==> src/design/hstm_pkg.sv <==
package hstm_pkg;

    // Sequencer steps; the six start-pattern phases are consecutive codes.
    typedef enum logic [4:0] {
        ST_IDLE    = 5'd0,
        ST_RST_HI  = 5'd1,
        ST_RST_LO  = 5'd2,
        ST_START0  = 5'd3,
        ST_START1  = 5'd4,
        ST_START2  = 5'd5,
        ST_START3  = 5'd6,
        ST_START4  = 5'd7,
        ST_START5  = 5'd8,
        ST_WBIT_A  = 5'd9,
        ST_WBIT_B  = 5'd10,
        ST_WBIT_C  = 5'd11,
        ST_ACK_HI  = 5'd12,
        ST_ACK_LO  = 5'd13,
        ST_WAIT    = 5'd14,
        ST_RBIT_HI = 5'd15,
        ST_RBIT_LO = 5'd16,
        ST_MACK_A  = 5'd17,
        ST_MACK_B  = 5'd18,
        ST_MACK_C  = 5'd19
    } t_step;

    typedef enum logic [2:0] {
        CMD_TEMP     = 3'd0,
        CMD_HUMID    = 3'd1,
        CMD_RD_STAT  = 3'd2,
        CMD_WR_STAT  = 3'd3,
        CMD_SOFT_RST = 3'd4
    } t_cmd;

    // Configuration register indexes.
    localparam logic CFG_PHASE_TICKS = 1'b0;
    localparam logic CFG_WAIT_LIMIT  = 1'b1;

    localparam logic [15:0] PHASE_TICKS_RST = 16'd1;
    localparam logic [15:0] WAIT_LIMIT_RST  = 16'd500;

    // Command bytes sent on the wire.
    localparam logic [7:0] CODE_TEMP     = 8'h03;
    localparam logic [7:0] CODE_HUMID    = 8'h05;
    localparam logic [7:0] CODE_RD_STAT  = 8'h07;
    localparam logic [7:0] CODE_WR_STAT  = 8'h06;
    localparam logic [7:0] CODE_SOFT_RST = 8'h1E;

    localparam logic [3:0] RESET_CLOCKS = 4'd9;
    localparam logic [3:0] BYTE_BITS    = 4'd8;

    // Humidity compensation.
    localparam logic [7:0]  HUM_KNEE     = 8'd107;
    localparam logic [7:0]  HUM_SLOPE_LO = 8'd143;
    localparam logic [15:0] HUM_FLOOR    = 16'd512;
    localparam logic [7:0]  HUM_SLOPE_HI = 8'd111;
    localparam logic [15:0] HUM_OFFSET   = 16'd2893;
    localparam logic [15:0] HUM_CEIL     = 16'd25600;

    // Temperature: x / 25 as (x * 83887) >> 21, exact for all 16-bit x.
    localparam logic [16:0] TEMP_RECIP   = 17'd83887;
    localparam int          TEMP_SHIFT   = 21;
    localparam logic [7:0]  TEMP_OFFSET  = 8'd40;

    typedef struct packed {
        logic       ready_timeout;
        logic       ack_error;
        logic [7:0] value;
        logic       done_res;
        logic       busy_res;
        logic       data_drive_low;
        logic       sck;
    } t_result;

    function automatic logic [7:0] cmd_code(input logic [2:0] cmd);
        logic [7:0] code;
        case (cmd)
            CMD_TEMP:     code = CODE_TEMP;
            CMD_HUMID:    code = CODE_HUMID;
            CMD_RD_STAT:  code = CODE_RD_STAT;
            CMD_WR_STAT:  code = CODE_WR_STAT;
            CMD_SOFT_RST: code = CODE_SOFT_RST;
            default:      code = 8'h00;
        endcase
        return code;
    endfunction

endpackage

==> src/design/humidity_sensor_two_wire_master.sv <==
// Channel   Dir  Handshake               Payload
// s (tick)  in   i_s_tvalid/o_s_tready   tuser: action; tdata: command, write_data, data_in
// m (state) out  o_m_tvalid/i_m_tready   tdata: sck, data_drive_low, busy, done, value, flags
// cfg       in   i_cfg_we                i_cfg_index, i_cfg_data
//
// Every accepted transfer, a tick or a start, yields exactly one result transfer.
// One transfer per clock: the sequencer updates in the accept cycle and its result
// lands in the output register, so a new tick is taken while a result waits
// as long as the downstream side takes that result in the same cycle.
// The temperature reciprocal multiply sits between the byte registers and
// the output register. Synchronous active-low reset returns the sequencer to
// idle with phase_ticks 1 and ready_wait_limit 500.
module humidity_sensor_two_wire_master (
    input  logic        i_clk,
    input  logic        i_rst_n,
    input  logic        i_s_tvalid,
    output logic        o_s_tready,
    input  logic        i_s_tuser,   // [0] action
    input  logic [15:0] i_s_tdata,   // [2:0] command, [10:3] write_data, [11] data_in
    output logic        o_m_tvalid,
    input  logic        i_m_tready,
    // [0] sck, [1] data_drive_low, [2] busy_res, [3] done_res, [11:4] value,
    // [12] ack_error, [13] ready_timeout
    output logic [15:0] o_m_tdata,
    input  logic        i_cfg_we,
    input  logic        i_cfg_index,
    input  logic [15:0] i_cfg_data
);

    logic [15:0] r_phase_ticks;
    logic [15:0] r_wait_limit;

    hstm_pkg::t_step   r_step, n_step;
    logic [15:0]       r_phase, n_phase;
    logic [3:0]        r_bit, n_bit;
    logic [7:0]        r_shift, n_shift;
    logic [1:0]        r_byte_idx, n_byte_idx;
    logic [7:0]        r_first, n_first;
    logic [7:0]        r_second, n_second;
    logic [15:0]       r_wait, n_wait;
    logic [2:0]        r_cmd, n_cmd;
    logic [7:0]        r_held, n_held;
    logic [1:0]        r_err, n_err;

    logic              r_out_valid;
    hstm_pkg::t_result r_out, n_out;

    logic        accept;
    logic        in_action;
    logic [2:0]  in_cmd;
    logic [7:0]  in_wdata;
    logic        in_din;
    logic        n_done;
    logic [15:0] phase_inc;
    logic [15:0] wait_inc;
    logic [3:0]  bit_inc;
    logic [1:0]  last_idx;
    logic [1:0]  n_last_idx;
    logic [7:0]  conv_value;
    logic        lvl_sck;
    logic        lvl_low;

    assign o_s_tready = !r_out_valid || i_m_tready;
    assign accept     = i_s_tvalid && o_s_tready;
    assign in_action  = i_s_tuser;
    assign in_cmd     = i_s_tdata[2:0];
    assign in_wdata   = i_s_tdata[10:3];
    assign in_din     = i_s_tdata[11];

    assign phase_inc  = r_phase + 16'd1;
    assign wait_inc   = r_wait + 16'd1;
    assign bit_inc    = r_bit + 4'd1;
    assign last_idx   = (r_cmd == hstm_pkg::CMD_RD_STAT) ? 2'd1 : 2'd2;
    assign n_last_idx = (n_cmd == hstm_pkg::CMD_RD_STAT) ? 2'd1 : 2'd2;

    hstm_convert u_convert (
        .i_cmd         (r_cmd),
        .i_first_byte  (r_first),
        .i_second_byte (r_second),
        .o_value       (conv_value)
    );

    always_ff @(posedge i_clk) begin
        if (!i_rst_n) begin
            r_phase_ticks <= hstm_pkg::PHASE_TICKS_RST;
            r_wait_limit  <= hstm_pkg::WAIT_LIMIT_RST;
        end else if (i_cfg_we) begin
            case (i_cfg_index)
                hstm_pkg::CFG_PHASE_TICKS: r_phase_ticks <= i_cfg_data;
                hstm_pkg::CFG_WAIT_LIMIT:  r_wait_limit  <= i_cfg_data;
                default: ;
            endcase
        end
    end

    always_ff @(posedge i_clk) begin
        if (!i_rst_n) begin
            r_step      <= hstm_pkg::ST_IDLE;
            r_phase     <= 16'd0;
            r_bit       <= 4'd0;
            r_shift     <= 8'd0;
            r_byte_idx  <= 2'd0;
            r_first     <= 8'd0;
            r_second    <= 8'd0;
            r_wait      <= 16'd0;
            r_cmd       <= 3'd0;
            r_held      <= 8'd0;
            r_err       <= 2'd0;
            r_out_valid <= 1'b0;
        end else begin
            r_step     <= n_step;
            r_phase    <= n_phase;
            r_bit      <= n_bit;
            r_shift    <= n_shift;
            r_byte_idx <= n_byte_idx;
            r_first    <= n_first;
            r_second   <= n_second;
            r_wait     <= n_wait;
            r_cmd      <= n_cmd;
            r_held     <= n_held;
            r_err      <= n_err;
            if (accept) begin
                r_out_valid <= 1'b1;
            end else if (i_m_tready) begin
                r_out_valid <= 1'b0;
            end
        end
    end

    always_ff @(posedge i_clk) begin
        if (accept) begin
            r_out <= n_out;
        end
    end

    // Sequencer: one tick per accepted tick transfer; an accepted start launches a command from idle.
    always_comb begin
        n_step     = r_step;
        n_phase    = r_phase;
        n_bit      = r_bit;
        n_shift    = r_shift;
        n_byte_idx = r_byte_idx;
        n_first    = r_first;
        n_second   = r_second;
        n_wait     = r_wait;
        n_cmd      = r_cmd;
        n_held     = r_held;
        n_err      = r_err;
        n_done     = 1'b0;

        if (accept) begin
            if (in_action) begin
                if (r_step == hstm_pkg::ST_IDLE && in_cmd <= hstm_pkg::CMD_SOFT_RST) begin
                    n_cmd      = in_cmd;
                    n_held     = in_wdata;
                    n_shift    = hstm_pkg::cmd_code(in_cmd);
                    n_err      = 2'd0;
                    n_phase    = 16'd0;
                    n_bit      = 4'd0;
                    n_byte_idx = 2'd0;
                    n_wait     = 16'd0;
                    n_step     = (in_cmd == hstm_pkg::CMD_SOFT_RST) ?
                                 hstm_pkg::ST_RST_HI : hstm_pkg::ST_START0;
                end
            end else if (r_step != hstm_pkg::ST_IDLE) begin
                n_phase = phase_inc;
                if (phase_inc >= r_phase_ticks) begin
                    n_phase = 16'd0;
                    case (r_step)
                        hstm_pkg::ST_START0, hstm_pkg::ST_START1, hstm_pkg::ST_START2,
                        hstm_pkg::ST_START3, hstm_pkg::ST_START4: begin
                            n_step = hstm_pkg::t_step'(5'(r_step) + 5'd1);
                        end
                        hstm_pkg::ST_RST_HI: n_step = hstm_pkg::ST_RST_LO;
                        hstm_pkg::ST_RST_LO: begin
                            if (bit_inc >= hstm_pkg::RESET_CLOCKS) begin
                                n_bit  = 4'd0;
                                n_step = hstm_pkg::ST_START0;
                            end else begin
                                n_bit  = bit_inc;
                                n_step = hstm_pkg::ST_RST_HI;
                            end
                        end
                        hstm_pkg::ST_START5: begin
                            n_bit  = 4'd0;
                            n_step = hstm_pkg::ST_WBIT_A;
                        end
                        hstm_pkg::ST_WBIT_A: n_step = hstm_pkg::ST_WBIT_B;
                        hstm_pkg::ST_WBIT_B: n_step = hstm_pkg::ST_WBIT_C;
                        hstm_pkg::ST_WBIT_C: begin
                            n_shift = {r_shift[6:0], 1'b0};
                            if (bit_inc >= hstm_pkg::BYTE_BITS) begin
                                n_bit  = 4'd0;
                                n_step = hstm_pkg::ST_ACK_HI;
                            end else begin
                                n_bit  = bit_inc;
                                n_step = hstm_pkg::ST_WBIT_A;
                            end
                        end
                        hstm_pkg::ST_ACK_HI: begin
                            if (in_din) begin
                                n_err[0] = 1'b1;
                            end
                            n_step = hstm_pkg::ST_ACK_LO;
                        end
                        hstm_pkg::ST_ACK_LO: begin
                            case (r_cmd)
                                hstm_pkg::CMD_WR_STAT: begin
                                    if (r_byte_idx == 2'd0) begin
                                        n_byte_idx = 2'd1;
                                        n_shift    = r_held;
                                        n_step     = hstm_pkg::ST_WBIT_A;
                                    end else begin
                                        n_done = 1'b1;
                                        n_step = hstm_pkg::ST_IDLE;
                                    end
                                end
                                hstm_pkg::CMD_RD_STAT: begin
                                    n_byte_idx = 2'd0;
                                    n_bit      = 4'd0;
                                    n_shift    = 8'd0;
                                    n_step     = hstm_pkg::ST_RBIT_HI;
                                end
                                hstm_pkg::CMD_TEMP, hstm_pkg::CMD_HUMID: begin
                                    n_wait = 16'd0;
                                    n_step = hstm_pkg::ST_WAIT;
                                end
                                default: begin
                                    n_done = 1'b1;
                                    n_step = hstm_pkg::ST_IDLE;
                                end
                            endcase
                        end
                        hstm_pkg::ST_WAIT: begin
                            // Data low means the conversion is ready; a timeout reads anyway.
                            if (!in_din) begin
                                n_byte_idx = 2'd0;
                                n_bit      = 4'd0;
                                n_shift    = 8'd0;
                                n_step     = hstm_pkg::ST_RBIT_HI;
                            end else begin
                                n_wait = wait_inc;
                                if (wait_inc >= r_wait_limit) begin
                                    n_err[1]   = 1'b1;
                                    n_byte_idx = 2'd0;
                                    n_bit      = 4'd0;
                                    n_shift    = 8'd0;
                                    n_step     = hstm_pkg::ST_RBIT_HI;
                                end
                            end
                        end
                        hstm_pkg::ST_RBIT_HI: begin
                            n_shift = {r_shift[6:0], in_din};
                            n_step  = hstm_pkg::ST_RBIT_LO;
                        end
                        hstm_pkg::ST_RBIT_LO: begin
                            if (bit_inc >= hstm_pkg::BYTE_BITS) begin
                                n_bit = 4'd0;
                                if (r_byte_idx == 2'd0) begin
                                    n_first = r_shift;
                                end else if (r_byte_idx == 2'd1) begin
                                    n_second = r_shift;
                                end
                                n_step = hstm_pkg::ST_MACK_A;
                            end else begin
                                n_bit  = bit_inc;
                                n_step = hstm_pkg::ST_RBIT_HI;
                            end
                        end
                        hstm_pkg::ST_MACK_A: n_step = hstm_pkg::ST_MACK_B;
                        hstm_pkg::ST_MACK_B: n_step = hstm_pkg::ST_MACK_C;
                        hstm_pkg::ST_MACK_C: begin
                            if (r_byte_idx >= last_idx) begin
                                n_done = 1'b1;
                                n_step = hstm_pkg::ST_IDLE;
                            end else begin
                                n_byte_idx = r_byte_idx + 2'd1;
                                n_shift    = 8'd0;
                                n_step     = hstm_pkg::ST_RBIT_HI;
                            end
                        end
                        default: n_step = hstm_pkg::ST_IDLE;
                    endcase
                end
            end
        end
    end

    // Wire levels for the step the sequencer has just entered.
    always_comb begin
        lvl_sck = 1'b0;
        lvl_low = 1'b0;
        case (n_step)
            hstm_pkg::ST_START0: begin lvl_sck = 1'b1; lvl_low = 1'b0; end
            hstm_pkg::ST_START1: begin lvl_sck = 1'b1; lvl_low = 1'b1; end
            hstm_pkg::ST_START2: begin lvl_sck = 1'b0; lvl_low = 1'b1; end
            hstm_pkg::ST_START3: begin lvl_sck = 1'b1; lvl_low = 1'b1; end
            hstm_pkg::ST_START4: begin lvl_sck = 1'b1; lvl_low = 1'b0; end
            hstm_pkg::ST_START5: begin lvl_sck = 1'b0; lvl_low = 1'b0; end
            hstm_pkg::ST_RST_HI, hstm_pkg::ST_ACK_HI, hstm_pkg::ST_RBIT_HI: begin
                lvl_sck = 1'b1;
            end
            hstm_pkg::ST_WBIT_A, hstm_pkg::ST_WBIT_B, hstm_pkg::ST_WBIT_C: begin
                lvl_sck = (n_step == hstm_pkg::ST_WBIT_B);
                lvl_low = !n_shift[7];
            end
            hstm_pkg::ST_MACK_A, hstm_pkg::ST_MACK_B, hstm_pkg::ST_MACK_C: begin
                // The last byte read is not acknowledged.
                lvl_sck = (n_step == hstm_pkg::ST_MACK_B);
                lvl_low = (n_byte_idx < n_last_idx);
            end
            default: ;
        endcase
    end

    always_comb begin
        n_out.sck            = lvl_sck;
        n_out.data_drive_low = lvl_low;
        n_out.busy_res       = (n_step != hstm_pkg::ST_IDLE);
        n_out.done_res       = n_done;
        n_out.value          = n_done ? conv_value : 8'd0;
        n_out.ack_error      = n_err[0];
        n_out.ready_timeout  = n_err[1];
    end

    assign o_m_tvalid = r_out_valid;
    assign o_m_tdata  = {2'b00, r_out};

    a_done_not_busy: assert property (@(posedge i_clk) disable iff (!i_rst_n)
        r_out_valid && r_out.done_res |-> !r_out.busy_res && r_step == hstm_pkg::ST_IDLE)
        else $error("done result reported while the sequencer is still running");

    a_wait_only_measure: assert property (@(posedge i_clk) disable iff (!i_rst_n)
        r_step == hstm_pkg::ST_WAIT |->
            (r_cmd == hstm_pkg::CMD_TEMP || r_cmd == hstm_pkg::CMD_HUMID))
        else $error("ready wait entered by a non-measurement command");

    a_counts_in_range: assert property (@(posedge i_clk) disable iff (!i_rst_n)
        r_bit <= hstm_pkg::RESET_CLOCKS && r_byte_idx <= 2'd2)
        else $error("bit or byte counter out of range");

    a_start_clears_flags: assert property (@(posedge i_clk) disable iff (!i_rst_n)
        accept && in_action && r_step == hstm_pkg::ST_IDLE &&
        in_cmd <= hstm_pkg::CMD_SOFT_RST |=> r_err == 2'd0 && r_step != hstm_pkg::ST_IDLE)
        else $error("accepted start did not launch a clean operation");

    a_tick_leaves_result: assert property (@(posedge i_clk) disable iff (!i_rst_n)
        accept |=> r_out_valid)
        else $error("accepted tick produced no result");

endmodule

==> src/design/hstm_convert.sv <==
module hstm_convert (
    input  logic [2:0] i_cmd,
    input  logic [7:0] i_first_byte,
    input  logic [7:0] i_second_byte,
    output logic [7:0] o_value
);

    logic [15:0] reading;
    logic [32:0] temp_prod;
    logic [7:0]  temp_val;
    logic [15:0] hum_lo;
    logic [15:0] hum_hi;
    logic [15:0] hum_r;

    assign reading   = {i_first_byte, i_second_byte};
    assign temp_prod = 33'(reading) * 33'(hstm_pkg::TEMP_RECIP);
    assign temp_val  = temp_prod[hstm_pkg::TEMP_SHIFT +: 8] - hstm_pkg::TEMP_OFFSET;

    assign hum_lo = 16'(i_second_byte) * 16'(hstm_pkg::HUM_SLOPE_LO);
    assign hum_hi = 16'(i_second_byte) * 16'(hstm_pkg::HUM_SLOPE_HI)
                    + hstm_pkg::HUM_OFFSET;

    always_comb begin
        if (i_second_byte <= hstm_pkg::HUM_KNEE) begin
            hum_r = (hum_lo < hstm_pkg::HUM_FLOOR) ? 16'd0 : hum_lo - hstm_pkg::HUM_FLOOR;
        end else begin
            hum_r = (hum_hi > hstm_pkg::HUM_CEIL) ? hstm_pkg::HUM_CEIL : hum_hi;
        end
    end

    always_comb begin
        case (i_cmd)
            hstm_pkg::CMD_TEMP:    o_value = temp_val;
            hstm_pkg::CMD_HUMID:   o_value = hum_r[15:8];
            hstm_pkg::CMD_RD_STAT: o_value = i_first_byte;
            default:               o_value = 8'd0;
        endcase
    end

endmodule

==> config.mk <==
export PLATFORM = sky130hd
export DESIGN_NAME = humidity_sensor_two_wire_master
export DESIGN_NICKNAME = d
export VERILOG_FILES = /design/src/design/hstm_pkg.sv /design/src/design/humidity_sensor_two_wire_master.sv /design/src/design/hstm_convert.sv
export SDC_FILE = /design/constraint.sdc
export NUM_CORES = 1
export LEC_CHECK = 0
export ABC_AREA = 1
export ABC_CLOCK_PERIOD_IN_PS = 7500
export BUFFER_PORTS_ARGS = -buffer_cell sky130_fd_sc_hd__buf_2
export CAP_MARGIN = 10
export CORE_AREA = 5 5 220 222
export DETAILED_ROUTE_END_ITERATION = 10
export DIE_AREA = 0 0 225 227
export SLEW_MARGIN = 15
export SYNTH_ARGS = -nofsm -noshare
export SYNTH_HDL_FRONTEND = slang
export SYNTH_HIERARCHICAL = 1
export SYNTH_SLANG_ARGS = --single-unit
==> constraint.sdc <==
create_clock -name i_clk -period 7.5 [get_ports i_clk]
set_input_delay 1.5 -clock i_clk [delete_from_list [all_inputs] [get_ports i_clk]]
set_output_delay 1.5 -clock i_clk [all_outputs]
set_load 0.005 [all_outputs]
==> impl_results.html, run 1 <==
<table>
<tr><th>Metric</th><th>Value</th></tr>
<tr><th colspan="2">Drt</th></tr>
<tr><td>Average routed wire per standard cell</td><td>14.1 um</td></tr>
<tr><td>Number of violations reported at the end of detailed-routing iteration 0</td><td>776</td></tr>
<tr><td>DRC errors left</td><td>0</td></tr>
<tr><td>Antenna viol nets, final</td><td>0</td></tr>
<tr><td>Vias</td><td>13600</td></tr>
<tr><td>Routed vias/inst</td><td>4.81</td></tr>
<tr><td>Total wire length</td><td>40.1 mm</td></tr>
<tr><td>Count of TritonRoute iterations in the first routing pass</td><td>7</td></tr>
<tr><th colspan="2">Floorplan</th></tr>
<tr><td>Number of cell rows</td><td>79</td></tr>
<tr><td>Core region area</td><td>0.0462 mm2</td></tr>
<tr><td>Area of the die</td><td>0.0511 mm2</td></tr>
<tr><td>Die outline height</td><td>227 um</td></tr>
<tr><td># IOs</td><td>57</td></tr>
<tr><td>Effective utilization at floorplan</td><td>34.5%</td></tr>
<tr><td>Floorplan die width</td><td>225 um</td></tr>
<tr><th colspan="2">Critical path</th></tr>
<tr><td>Kind of end point of the critical path</td><td>flop</td></tr>
<tr><td>Highest-delay cell along the critical path</td><td>fa_1</td></tr>
<tr><td>Arrival time worst endpoint</td><td>6.86 ns</td></tr>
<tr><td>Count of buffer and inverter cells on the critical path</td><td>7</td></tr>
<tr><td>Startpoint-to-endpoint class of the critical path</td><td>flop to flop</td></tr>
<tr><td>Logic depth of the worst path, buffers included</td><td>28</td></tr>
<tr><td>Worst path max stage delay</td><td>0.73 ns</td></tr>
<tr><td>Number of cell instances on the worst register-to-register path</td><td>28</td></tr>
<tr><td>Critical path launch point type</td><td>flop</td></tr>
<tr><td>Required arrival time at the worst endpoint</td><td>7.78 ns</td></tr>
<tr><td>Dominant cell type by count on the critical path</td><td>inv_1</td></tr>
<tr><td>Crit path max fanout</td><td>7</td></tr>
<tr><td>CP top delay family</td><td>adder cells</td></tr>
<tr><th colspan="2">Clock network</th></tr>
<tr><td>Worst-case clock buffer depth</td><td>2</td></tr>
<tr><td>Number of post-CTS setup repair buffers</td><td>0</td></tr>
<tr><td>Post-CTS Resized</td><td>0</td></tr>
<tr><td>Clock root buffer</td><td>clkbuf_16</td></tr>
<tr><td>Clock buffer count from CTS</td><td>17</td></tr>
<tr><td>Number of buffers added to fix hold violations after cts</td><td>0</td></tr>
<tr><td>Clock insertion delay at the later pin of the skew report</td><td>0.43 ns</td></tr>
<tr><td>Clock tree from TritonCTS</td><td>done</td></tr>
<tr><td>Clock sink total</td><td>127</td></tr>
<tr><td>CTS H-Tree Depth</td><td>4</td></tr>
<tr><td>Clock-pin slew on the worst setup and hold paths</td><td>0.06 ns</td></tr>
<tr><th colspan="2">Yosys</th></tr>
<tr><td>Leading cell type by number of instances after synthesis</td><td>inv_1</td></tr>
<tr><td>Mapped Area</td><td>0.0159 mm2</td></tr>
<tr><td>Largest area contributor in the netlist</td><td>ha_1</td></tr>
<tr><td>Library cells used by synthesis</td><td>56</td></tr>
<tr><td>Async set-reset flop share out of synthesis</td><td>0%</td></tr>
<tr><td>Leading post-synthesis cells by cell area</td><td>ha_1 18%, fa_1 16%, dfxtp_1 14%</td></tr>
<tr><td>Fraction of the yosys area taken by sequential cells</td><td>16.9%</td></tr>
<tr><td>Number of register bits inferred by synthesis</td><td>127</td></tr>
<tr><td>EDFF count, synth</td><td>14</td></tr>
<tr><td>Yosys top cell area share</td><td>18.4%</td></tr>
<tr><td>Number of warnings issued by yosys</td><td>6</td></tr>
<tr><td>Post-synth top flop</td><td>dfxtp_1</td></tr>
<tr><td>Syn_area_per_cell</td><td>7.34 um2</td></tr>
<tr><td>Post-synthesis instance total</td><td>2166</td></tr>
<tr><td>Synth top cells by count</td><td>460 x inv_1, 445 x nand2_1, 234 x ha_1</td></tr>
<tr><th colspan="2">Power and ir drop</th></tr>
<tr><td>Post-route total power</td><td>1.79 mW</td></tr>
<tr><td>Proportion of power drawn by flip-flops and latches</td><td>40.9%</td></tr>
<tr><td>Power per Cell Area</td><td>103 mW/mm2</td></tr>
<tr><td>Clock share of power</td><td>47.4%</td></tr>
<tr><td>Int Power</td><td>1.29 mW</td></tr>
<tr><td>Net switching power</td><td>0.501 mW</td></tr>
<tr><td>Relative contribution of combinational cells to total power</td><td>11.7%</td></tr>
<tr><td>Sw Ratio</td><td>28.0%</td></tr>
<tr><td>Total leakage power</td><td>9.42 nW</td></tr>
<tr><td>Worst VDD drop</td><td>0.148 mV</td></tr>
<tr><th colspan="2">Timing</th></tr>
<tr><td>Final worst clock skew</td><td>0.0210 ns</td></tr>
<tr><td>Post-route minimum period</td><td>6.57 ns</td></tr>
<tr><td>Number of max-slew violations in the final report</td><td>0</td></tr>
<tr><td>Maximum achievable frequency</td><td>0.152 GHz</td></tr>
<tr><td>Tightest slew margin relative to the limit</td><td>29.5%</td></tr>
<tr><td>Unrepaired setup endpoints after global routing</td><td>no</td></tr>
<tr><td>Worst slew pin tran</td><td>1.06 ns</td></tr>
<tr><td>Total Neg Setup Slack</td><td>0 ns</td></tr>
<tr><td>Post-route clock period utilization</td><td>87.6%</td></tr>
<tr><td>Final hold viol count</td><td>0</td></tr>
<tr><td>Final setup viols</td><td>0</td></tr>
<tr><td>Worst-case hold slack</td><td>0.469 ns</td></tr>
<tr><th colspan="2">Placed design</th></tr>
<tr><td>Final weighted congestion of routability-driven global placement</td><td>0.944</td></tr>
<tr><td>Cell total after placement</td><td>2801</td></tr>
<tr><td>Number of buffers added on ports</td><td>50</td></tr>
<tr><td>Hpwl dp</td><td>33.6 mm</td></tr>
<tr><th colspan="2">Global routing</th></tr>
<tr><td>Aggregate global routing overflow</td><td>0</td></tr>
<tr><td>Maximum number of pins on one net before global-route repair</td><td>59</td></tr>
<tr><td>Initial antenna violation count</td><td>2</td></tr>
<tr><td>Aggregate global-route resource usage</td><td>15.9%</td></tr>
<tr><td>Global-route wire length before repair</td><td>67.3 mm</td></tr>
<tr><td>Number of global-route vias before repair</td><td>13600</td></tr>
<tr><th colspan="2">Cells and area</th></tr>
<tr><td>Share of cells above drive strength 1</td><td>8.58%</td></tr>
<tr><td>Net total in the final layout</td><td>2616</td></tr>
<tr><td>Antenna fix cells</td><td>0</td></tr>
<tr><td>Area added between synthesis and finish</td><td>9.58%</td></tr>
<tr><td>Final core utilization</td><td>37.8%</td></tr>
<tr><td>Final cell count without fillers</td><td>2833</td></tr>
<tr><th colspan="2">Min path</th></tr>
<tr><td>Hold crit path type</td><td>flop to flop</td></tr>
<tr><td>Cell depth of the worst min-delay path</td><td>2</td></tr>
<tr><th colspan="2">Status</th></tr>
<tr><td>Status</td><td>complete, no violations</td></tr>
<tr><th colspan="2">Run</th></tr>
<tr><td>Max_cap viols</td><td>0</td></tr>
</table>
==> worst reg2reg max path: cells and delay by family, from the launching register on <==
kind | cells | cell delay, ns
DFF | 1 | 0.44
AOI/OAI and AO/OA | 2 | 0.55
and+or+nand+nor | 11 | 1.24
adders and majority gates | 8 | 3.78
buffers and inverters | 7 | 0.45
==> placed cells by master (no fill, tap or decap), drive strengths merged, types with 2 or more instances in the layout <==
master | synthesis | layout
a211oi | 19 | 19
a21o | 5 | 5
a21oi | 122 | 122
a22oi | 16 | 16
a31oi | 6 | 6
and2 | 3 | 3
buf | 12 | 60
bufinv | 0 | 2
clkbuf | 21 | 19
clkinv | 3 | 6
clkinvlp | 0 | 3
conb | 1 | 2
dfxtp | 113 | 113
edfxtp | 14 | 14
fa | 130 | 130
ha | 234 | 234
inv | 483 | 488
nand2 | 461 | 461
nand3 | 109 | 109
nand3b | 7 | 7
nand4 | 28 | 28
nor2 | 188 | 188
nor3 | 22 | 22
o211ai | 7 | 7
o21a | 4 | 4
o21ai | 97 | 97
o21bai | 5 | 5
o22ai | 2 | 2
or2 | 3 | 3
or3 | 2 | 2
xnor2 | 13 | 13
xor2 | 27 | 27
==> sequential cells by signal, summed over array words and instances, names as in the netlist <==
| signal | flops |
|---|---|
| r_phase_ticks | 16 |
| r_phase | 16 |
| r_byte_idx | 2 |
| o_m_tvalid | 1 |
| r_wait_limit | 16 |
| r_cmd | 3 |
| r_first | 8 |
| r_step | 5 |
| r_held | 8 |
| r_bit | 4 |
| r_second | 8 |
| o_m_tdata | 14 |
| r_err | 2 |
| r_wait | 16 |
| r_shift | 8 |
==> path summary, 6_finish.rpt <==
| kind | to | slack (ns) | start |
|---|---|---|---|
| worst max-delay path | o_m_tdata[9]$_SDFFCE_PN0P_ | 0.93 | r_first[2]$_SDFFE_PN0P_ |
| worst min-delay path | r_wait[15]$_SDFFE_PN0P_ | 0.47 | r_wait[15]$_SDFFE_PN0P_ |
| worst max register to register | o_m_tdata[9]$_SDFFCE_PN0P_ | 0.93 | r_first[2]$_SDFFE_PN0P_ |
| worst min register to register | r_wait[15]$_SDFFE_PN0P_ | 0.47 | r_wait[15]$_SDFFE_PN0P_ |
==> power by group through the flow <==
stage / clock network [mW] / registers, mW / logic [mW]
global placement: 0 / 0.745 / 0.206
CTS: 0.857 / 0.731 / 0.211
floorplan: 0 / 0.741 / 0.150
detailed placement: 0 / 0.746 / 0.210
global route: 0.894 / 0.734 / 0.239
finish: 0.847 / 0.731 / 0.210
==> cell type report <==
type	count	area, um2
fill	4832	28700
multi-input combinational	1521	11200
sequential	127	2680
inverter	486	1830
tap	607	759
clock buffer	19	443
timing repair buffer	60	325
clock inverter	13	150
==> routing by layer <==
| metal | wire length [um] | vias to the layer above | global-route usage, % |
|---|---|---|---|
| met1 | 19000 | 6449 | 21.5 |
| met4 | 577 | 4 | 3.04 |
| met2 | 19200 | 221 | 27.9 |
| li1 | - | 6922 | - |
| met5 | 16 | - | 0 |
| met3 | 1310 | 36 | 1.83 |
==> metrics by stage <==
step / setup slack, ns / cell area [um2]
after floorplan: 1.73 / 15900
after global placement: 0.995 / 16800
after detailed placement: 0.979 / 16800
after CTS: 0.948 / 17400
after global routing: 0.509 / 17400
final: 0.926 / 17400
==> logic make-up after synthesis <==
| kind of cell | synth area share [%] |
|---|---|
| compound gates | 10.6 |
| xor+xnor | 2.32 |
| fa+ha+maj | 34.8 |
| buf+inv | 12.5 |
| flops | 16.9 |
| other cells | 0.0236 |
| simple gates | 22.9 |
Power figures use the tool's default switching activity.
==> inputs of run 2 (changes only) <==
Settings changed: ABC_AREA 1 to default, CORE_AREA 5 5 220 222 to 5 5 213 215, DIE_AREA 0 0 225 227 to 0 0 218 220.
==> impl_results.html, run 2 <==
<table>
<tr><th>Metric</th><th>Value</th></tr>
<tr><th colspan="2">Drt</th></tr>
<tr><td>Average routed wire per standard cell</td><td>15.6 um</td></tr>
<tr><td>Total wire length</td><td>36.7 mm</td></tr>
<tr><td>Number of violations reported at the end of detailed-routing iteration 0</td><td>535</td></tr>
<tr><td>Count of TritonRoute iterations in the first routing pass</td><td>5</td></tr>
<tr><td>Antenna viol nets, final</td><td>0</td></tr>
<tr><td>Routed vias/inst</td><td>5.07</td></tr>
<tr><td>Vias</td><td>11900</td></tr>
<tr><td>DRC errors left</td><td>0</td></tr>
<tr><th colspan="2">Cells and area</th></tr>
<tr><td>Net total in the final layout</td><td>2147</td></tr>
<tr><td>Final cell count without fillers</td><td>2351</td></tr>
<tr><td>Share of cells above drive strength 1</td><td>8.37%</td></tr>
<tr><td>Leading cell type in the layout, fill and taps excluded</td><td>inv_1</td></tr>
<tr><td>Area of all placed cells without fillers</td><td>0.0163 mm2</td></tr>
<tr><td>Filler cell count in the final layout</td><td>4557</td></tr>
<tr><td>Area added between synthesis and finish</td><td>9.72%</td></tr>
<tr><td>Final core utilization</td><td>37.5%</td></tr>
<tr><td>Leading cell types in the layout, fill and taps excluded</td><td>285 x inv_1, 234 x ha_1, 159 x nand2_1</td></tr>
<tr><th colspan="2">Timing</th></tr>
<tr><td>Final hold viol count</td><td>0</td></tr>
<tr><td>Final setup viols</td><td>0</td></tr>
<tr><td>Unrepaired setup endpoints after global routing</td><td>no</td></tr>
<tr><td>Tightest slew margin relative to the limit</td><td>29.5%</td></tr>
<tr><td>Worst slew pin tran</td><td>1.06 ns</td></tr>
<tr><td>Maximum achievable frequency</td><td>0.145 GHz</td></tr>
<tr><td>Post-route clock period utilization</td><td>92.1%</td></tr>
<tr><td>Total Neg Setup Slack</td><td>0 ns</td></tr>
<tr><td>Final worst clock skew</td><td>0.0150 ns</td></tr>
<tr><td>Number of max-slew violations in the final report</td><td>0</td></tr>
<tr><td>Post-route minimum period</td><td>6.91 ns</td></tr>
<tr><th colspan="2">Clock network</th></tr>
<tr><td>Clock-pin slew on the worst setup and hold paths</td><td>0.06 ns</td></tr>
<tr><td>Clock insertion delay at the later pin of the skew report</td><td>0.43 ns</td></tr>
<tr><td>Number of post-CTS setup repair buffers</td><td>0</td></tr>
<tr><td>Post-CTS Resized</td><td>0</td></tr>
<tr><td>Clock tree from TritonCTS</td><td>done</td></tr>
<tr><td>Clock root buffer</td><td>clkbuf_16</td></tr>
<tr><td>Number of buffers added to fix hold violations after cts</td><td>0</td></tr>
<tr><td>CTS H-Tree Depth</td><td>4</td></tr>
<tr><td>Clock buffer count from CTS</td><td>17</td></tr>
<tr><td>Worst-case clock buffer depth</td><td>2</td></tr>
<tr><td>Clock sink total</td><td>127</td></tr>
<tr><th colspan="2">Yosys</th></tr>
<tr><td>Mapped Area</td><td>0.0149 mm2</td></tr>
<tr><td>Leading post-synthesis cells by cell area</td><td>ha_1 20%, fa_1 17%, dfxtp_1 15%</td></tr>
<tr><td>Library cells used by synthesis</td><td>102</td></tr>
<tr><td>Number of register bits inferred by synthesis</td><td>127</td></tr>
<tr><td>Number of warnings issued by yosys</td><td>6</td></tr>
<tr><td>Post-synthesis instance total</td><td>1706</td></tr>
<tr><td>EDFF count, synth</td><td>14</td></tr>
<tr><td>Largest area contributor in the netlist</td><td>ha_1</td></tr>
<tr><td>Yosys top cell area share</td><td>19.7%</td></tr>
<tr><td>Syn_area_per_cell</td><td>8.73 um2</td></tr>
<tr><td>Post-synth top flop</td><td>dfxtp_1</td></tr>
<tr><td>Fraction of the yosys area taken by sequential cells</td><td>18.0%</td></tr>
<tr><td>Async set-reset flop share out of synthesis</td><td>0%</td></tr>
<tr><td>Synth top cells by count</td><td>286 x inv_1, 234 x ha_1, 159 x nand2_1</td></tr>
<tr><td>Leading cell type by number of instances after synthesis</td><td>inv_1</td></tr>
<tr><th colspan="2">Power and ir drop</th></tr>
<tr><td>Worst VDD drop</td><td>0.125 mV</td></tr>
<tr><td>Power per Cell Area</td><td>103 mW/mm2</td></tr>
<tr><td>Total leakage power</td><td>8.21 nW</td></tr>
<tr><td>Post-route total power</td><td>1.68 mW</td></tr>
<tr><th colspan="2">Min path</th></tr>
<tr><td>Hold crit path type</td><td>flop to flop</td></tr>
<tr><th colspan="2">Placed design</th></tr>
<tr><td>Cell total after placement</td><td>2317</td></tr>
<tr><td>Hpwl dp</td><td>29.7 mm</td></tr>
<tr><td>Cell area reported after detailed placement</td><td>0.0158 mm2</td></tr>
<tr><td>Number of buffers added on ports</td><td>50</td></tr>
<tr><td>Final weighted congestion of routability-driven global placement</td><td>0.884</td></tr>
<tr><th colspan="2">Floorplan</th></tr>
<tr><td>Effective utilization at floorplan</td><td>34.2%</td></tr>
<tr><td>Area of the die</td><td>0.0480 mm2</td></tr>
<tr><td># IOs</td><td>57</td></tr>
<tr><td>Die outline height</td><td>220 um</td></tr>
<tr><td>Number of cell rows</td><td>77</td></tr>
<tr><td>Floorplan die width</td><td>218 um</td></tr>
<tr><td>Core region area</td><td>0.0435 mm2</td></tr>
<tr><th colspan="2">Critical path</th></tr>
<tr><td>Arrival time worst endpoint</td><td>7.09 ns</td></tr>
<tr><td>Crit path max fanout</td><td>7</td></tr>
<tr><td>Startpoint-to-endpoint class of the critical path</td><td>flop to flop</td></tr>
<tr><td>Required arrival time at the worst endpoint</td><td>7.68 ns</td></tr>
<tr><td>Critical path launch point type</td><td>flop</td></tr>
<tr><td>Kind of end point of the critical path</td><td>flop</td></tr>
<tr><th colspan="2">Status</th></tr>
<tr><td>Status</td><td>complete, no violations</td></tr>
<tr><th colspan="2">Global routing</th></tr>
<tr><td>Number of global-route vias before repair</td><td>12100</td></tr>
<tr><td>Aggregate global-route resource usage</td><td>15.3%</td></tr>
<tr><td>Maximum number of pins on one net before global-route repair</td><td>56</td></tr>
<tr><td>Aggregate global routing overflow</td><td>0</td></tr>
<tr><td>Global-route wire length before repair</td><td>60.2 mm</td></tr>
<tr><td>Initial antenna violation count</td><td>5</td></tr>
<tr><th colspan="2">Run</th></tr>
<tr><td>Max_cap viols</td><td>0</td></tr>
</table>
-- run 2: cell types whose count changed in the layout (fill, tap and decap cells not counted), moves of 29 or more --
cell	delta
nor2_1	-58
o21ai_0	-38
inv_1	-174
and3_1	+29
nand2_1	-286
nand3_1	-67
-- run 2: worst paths after layout --
path,from,end,slack (ns),cells past startpoint
worst min-delay path,r_held[1]$_SDFFE_PN0P_,r_held[1]$_SDFFE_PN0P_,0.45,2
worst max-delay path,r_first[2]$_SDFFE_PN0P_,o_m_tdata[11]$_SDFFCE_PN0P_,0.59,23
worst max register to register,r_first[2]$_SDFFE_PN0P_,o_m_tdata[11]$_SDFFCE_PN0P_,0.59,23
worst min register to register,r_held[1]$_SDFFE_PN0P_,r_held[1]$_SDFFE_PN0P_,0.45,2
-- run 2: kinds of logic (layout without fill, tap and decap cells) --
logic type	after synthesis	in the layout	share of synthesized area (%)
AO/OA/AOI/OAI	313	313	14.5
adder cells (fa/ha/maj)	364	364	37.1
XOR/XNOR	70	70	4.17
flip-flops	127	127	18.0
buffers and inverters	331	381	8.53
multiplexers	27	27	1.82
other	1	4	0.0252
AND/OR/NAND/NOR	473	473	15.8
-- run 2: worst max-delay path, cell delays in order, from the launching register on --
cell and delay, ns:
dfxtp_1 0.48, fa_1 0.71, inv_1 0.08, fa_1 0.49
inv_1 0.06, fa_1 0.52, inv_1 0.06, fa_1 0.53
inv_1 0.05, fa_1 0.50, fa_1 0.50, ha_1 0.34
nor2b_1 0.15, o21ai_1 0.23, a31oi_2 0.18, a22o_2 0.30
nor2_1 0.11, xor2_1 0.17, ha_1 0.26, nor3_1 0.08
a211o_1 0.30, a221oi_1 0.28, nand2_1 0.10, and3_1 0.15
-- run 2: final cells by class --
cell class	count	area [um2]	share of cell area, %
Sequential cell	127	2680	16.4
Inverter	286	1070	6.57
Antenna cell	2	5.00	0.0306
Multi-Input combinational cell	1249	10900	67.0
Clock buffer	18	429	2.63
Tap cell	592	741	4.53
Timing Repair Buffer	63	348	2.13
Clock inverter	14	120	0.735
-- run 2: per-layer routing --
layer | wire [um] | track usage [%] | vias to the layer above
li1 | - | - | 5846
met5 | 42 | 0 | -
met4 | 616 | 3.62 | 8
met3 | 1300 | 2.51 | 49
met1 | 16600 | 19.4 | 5820
met2 | 18100 | 27.5 | 196
-- run 2: through the flow --
step           worst slack [ns]  hold WS (ns)
3_3_place_gp              0.776         0.446
5_1_grt                   0.286         0.470
4_1_cts                   0.623         0.456
3_5_place_dp              0.656         0.448
2_1_floorplan              1.06         0.436
6_report                  0.590         0.452
-- run 2: where the power goes --
group / leakage (nW) / switching (mW) / total (mW) / internal, mW
clock network: 0.259 / 0.348 / 0.781 / 0.433
registers: 1.06 / 0.0137 / 0.719 / 0.706
logic: 6.89 / 0.119 / 0.178 / 0.0590
==> inputs of run 3 (changes only) <==
Settings changed: CORE_AREA 5 5 213 215 to 2 2 210 212, DIE_AREA 0 0 218 220 to 0 0 212 214, TNS_END_PERCENT from default to 5.
==> impl_results.html, run 3 (synthesis gave the netlist of run 2 again) <==
<table>
<tr><th>Metric</th><th>Value</th></tr>
<tr><th colspan="2">Clock network</th></tr>
<tr><td>Worst-case clock buffer depth</td><td>2</td></tr>
<tr><td>Post-CTS Resized</td><td>0</td></tr>
<tr><td>Clock sink total</td><td>127</td></tr>
<tr><td>Clock tree from TritonCTS</td><td>done</td></tr>
<tr><td>Clock-pin slew on the worst setup and hold paths</td><td>0.06 ns</td></tr>
<tr><td>Clock insertion delay at the later pin of the skew report</td><td>0.42 ns</td></tr>
<tr><td>Clock buffer count from CTS</td><td>17</td></tr>
<tr><td>Clock root buffer</td><td>clkbuf_16</td></tr>
<tr><td>CTS H-Tree Depth</td><td>4</td></tr>
<tr><td>Number of buffers added to fix hold violations after cts</td><td>0</td></tr>
<tr><td>Number of post-CTS setup repair buffers</td><td>0</td></tr>
<tr><th colspan="2">Critical path</th></tr>
<tr><td>Highest-delay cell along the critical path</td><td>fa_1</td></tr>
<tr><td>Required arrival time at the worst endpoint</td><td>7.67 ns</td></tr>
<tr><td>Launching element of the worst setup path</td><td>r_first[2]$_SDFFE_PN0P_</td></tr>
<tr><td>Kind of end point of the critical path</td><td>flop</td></tr>
<tr><td>Critical path launch point type</td><td>flop</td></tr>
<tr><td>Count of buffer and inverter cells on the critical path</td><td>4</td></tr>
<tr><td>Crit path max fanout</td><td>7</td></tr>
<tr><td>Arrival time worst endpoint</td><td>6.99 ns</td></tr>
<tr><td>Dominant cell type by count on the critical path</td><td>fa_1</td></tr>
<tr><td>CP top delay family</td><td>adder cells</td></tr>
<tr><td>Startpoint-to-endpoint class of the critical path</td><td>flop to flop</td></tr>
<tr><td>Worst path cell trace</td><td>fa_1, inv_1, fa_1, inv_1, fa_1, inv_1, fa_1, inv_1, fa_1, fa_1, ha_1, nor2b_1, o21ai_1, a31oi_2, a22o_2, nor2_1, xor2_1, ha_1, nor3_1, a211o_1, a221oi_1, nand2_1, and3_1</td></tr>
<tr><td>Worst path max stage delay</td><td>0.70 ns</td></tr>
<tr><td>Worst flop-to-flop path startpoint</td><td>r_first[2]$_SDFFE_PN0P_</td></tr>
<tr><th colspan="2">Cells and area</th></tr>
<tr><td>Multi-input combinational cell area</td><td>0.0109 mm2</td></tr>
<tr><td>Area added between synthesis and finish</td><td>9.98%</td></tr>
<tr><td>Final core utilization</td><td>38.2%</td></tr>
<tr><td>Leading cell type in the layout, fill and taps excluded</td><td>inv_1</td></tr>
<tr><td>Leading cell types in the layout, fill and taps excluded</td><td>285 x inv_1, 234 x ha_1, 159 x nand2_1</td></tr>
<tr><td>Share of cells above drive strength 1</td><td>8.42%</td></tr>
<tr><td>Flip-flop and latch area</td><td>0.00268 mm2</td></tr>
<tr><td>Net total in the final layout</td><td>2147</td></tr>
<tr><td>Antenna fix cells</td><td>0</td></tr>
<tr><td>Filler cell count in the final layout</td><td>4342</td></tr>
<tr><th colspan="2">Timing</th></tr>
<tr><td>Total Neg Setup Slack</td><td>0 ns</td></tr>
<tr><td>Number of max-slew violations in the final report</td><td>0</td></tr>
<tr><td>Maximum achievable frequency</td><td>0.147 GHz</td></tr>
<tr><td>Final setup viols</td><td>0</td></tr>
<tr><td>Final hold viol count</td><td>0</td></tr>
<tr><td>Post-route minimum period</td><td>6.82 ns</td></tr>
<tr><td>Unrepaired setup endpoints after global routing</td><td>no</td></tr>
<tr><td>Tightest slew margin relative to the limit</td><td>32.7%</td></tr>
<tr><td>Worst slew pin tran</td><td>1.01 ns</td></tr>
<tr><td>Post-route clock period utilization</td><td>90.9%</td></tr>
<tr><td>Final worst clock skew</td><td>0.0209 ns</td></tr>
<tr><th colspan="2">Floorplan</th></tr>
<tr><td>Number of cell rows</td><td>76</td></tr>
<tr><td>Die outline height</td><td>214 um</td></tr>
<tr><td>Core region area</td><td>0.0429 mm2</td></tr>
<tr><td>Area of the die</td><td>0.0454 mm2</td></tr>
<tr><td>Floorplan die width</td><td>212 um</td></tr>
<tr><td>Effective utilization at floorplan</td><td>34.7%</td></tr>
<tr><td># IOs</td><td>57</td></tr>
<tr><th colspan="2">Drt</th></tr>
<tr><td>DRC errors left</td><td>0</td></tr>
<tr><td>Vias</td><td>11900</td></tr>
<tr><td>Number of violations reported at the end of detailed-routing iteration 0</td><td>676</td></tr>
<tr><td>Total wire length</td><td>36.6 mm</td></tr>
<tr><td>Routed vias/inst</td><td>5.07</td></tr>
<tr><td>Antenna viol nets, final</td><td>0</td></tr>
<tr><td>Average routed wire per standard cell</td><td>15.6 um</td></tr>
<tr><td>Count of TritonRoute iterations in the first routing pass</td><td>5</td></tr>
<tr><th colspan="2">Min path</th></tr>
<tr><td>Hold crit path type</td><td>flop to flop</td></tr>
<tr><td>Launch point of the worst hold path</td><td>r_wait_limit[15]$_SDFFE_PN0P_</td></tr>
<tr><th colspan="2">Global routing</th></tr>
<tr><td>Global-route wire length before repair</td><td>60.1 mm</td></tr>
<tr><td>Number of global-route vias before repair</td><td>12000</td></tr>
<tr><td>Maximum number of pins on one net before global-route repair</td><td>77</td></tr>
<tr><td>Aggregate global routing overflow</td><td>0</td></tr>
<tr><td>Aggregate global-route resource usage</td><td>16.4%</td></tr>
<tr><td>Initial antenna violation count</td><td>2</td></tr>
<tr><th colspan="2">Run</th></tr>
<tr><td>Max_cap viols</td><td>0</td></tr>
<tr><th colspan="2">Power and ir drop</th></tr>
<tr><td>Worst VDD drop</td><td>0.125 mV</td></tr>
<tr><td>Total leakage power</td><td>8.25 nW</td></tr>
<tr><td>Power per Cell Area</td><td>107 mW/mm2</td></tr>
<tr><th colspan="2">Status</th></tr>
<tr><td>Status</td><td>complete, no violations</td></tr>
<tr><th colspan="2">Placed design</th></tr>
<tr><td>Final weighted congestion of routability-driven global placement</td><td>0.885</td></tr>
<tr><td>Number of buffers added on ports</td><td>50</td></tr>
<tr><td>Hpwl dp</td><td>29.9 mm</td></tr>
</table>
-- run 3: cell types whose count changed in the layout (fill, tap and decap cells not counted) --
cell,delta
clkbuf_1,-1
bufinv_16,+2
clkinv_8,+1
diode_2,-2
clkinv_2,+2
clkinvlp_4,-3
clkinv_4,-1
-- run 3: area by class of cell --
class | instances | share of cell area [%]
Timing Repair Buffer | 63 | 2.12
Clock inverter | 15 | 1.07
Multi-Input combinational cell | 1249 | 66.8
Clock buffer | 17 | 2.60
Sequential cell | 127 | 16.4
Inverter | 286 | 6.55
Tap cell | 585 | 4.47
-- run 3: worst paths after layout --
check	slack, ns	cells past startpoint	end
setup / recovery	0.68	23	o_m_tdata[11]$_SDFFCE_PN0P_
hold / removal	0.45	2	r_wait_limit[15]$_SDFFE_PN0P_
setup reg to reg	0.68	23	o_m_tdata[11]$_SDFFCE_PN0P_
hold reg to reg	0.45	2	r_wait_limit[15]$_SDFFE_PN0P_
-- run 3: per-layer routing --
metal / GRT usage [%] / vias to the layer above / share of wire [%]
met5: 0 / - / 0.074
met3: 2.01 / 32 / 3.3
met1: 21.6 / 5774 / 47
met4: 3.29 / 4 / 1.1
li1: - / 5856 / -
met2: 28.6 / 199 / 49
-- run 3: through the flow --
stage	setup WS, ns	area [um2]	hold slack [ns]	std cells	power, mW
final	0.679	16400	0.452	2342	1.75
after floorplan	1.06	14900	0.436	1707	0.854
after global placement	0.778	15800	0.448	2310	0.909
after detailed placement	0.697	15800	0.447	2310	0.912
after CTS	0.692	16400	0.455	2342	1.76
after global routing	0.331	16400	0.468	2342	1.82
-- run 3: where the power goes --
group / total, mW / internal [mW] / switching [mW]
Sequential: 0.720 / 0.706 / 0.0143
Clock: 0.848 / 0.502 / 0.346
Combinational: 0.178 / 0.0591 / 0.119
-- run 3: worst register-to-register path: cells and delay by family (launching register included) --
kind / cells / cell delay [ns]
adders and majority gates: 8 / 3.84
AOI/OAI and AO/OA: 5 / 1.30
and+or+nand+nor: 5 / 0.59
DFF: 1 / 0.47
buffers and inverters: 4 / 0.25
xor gates and xnor gates: 1 / 0.16
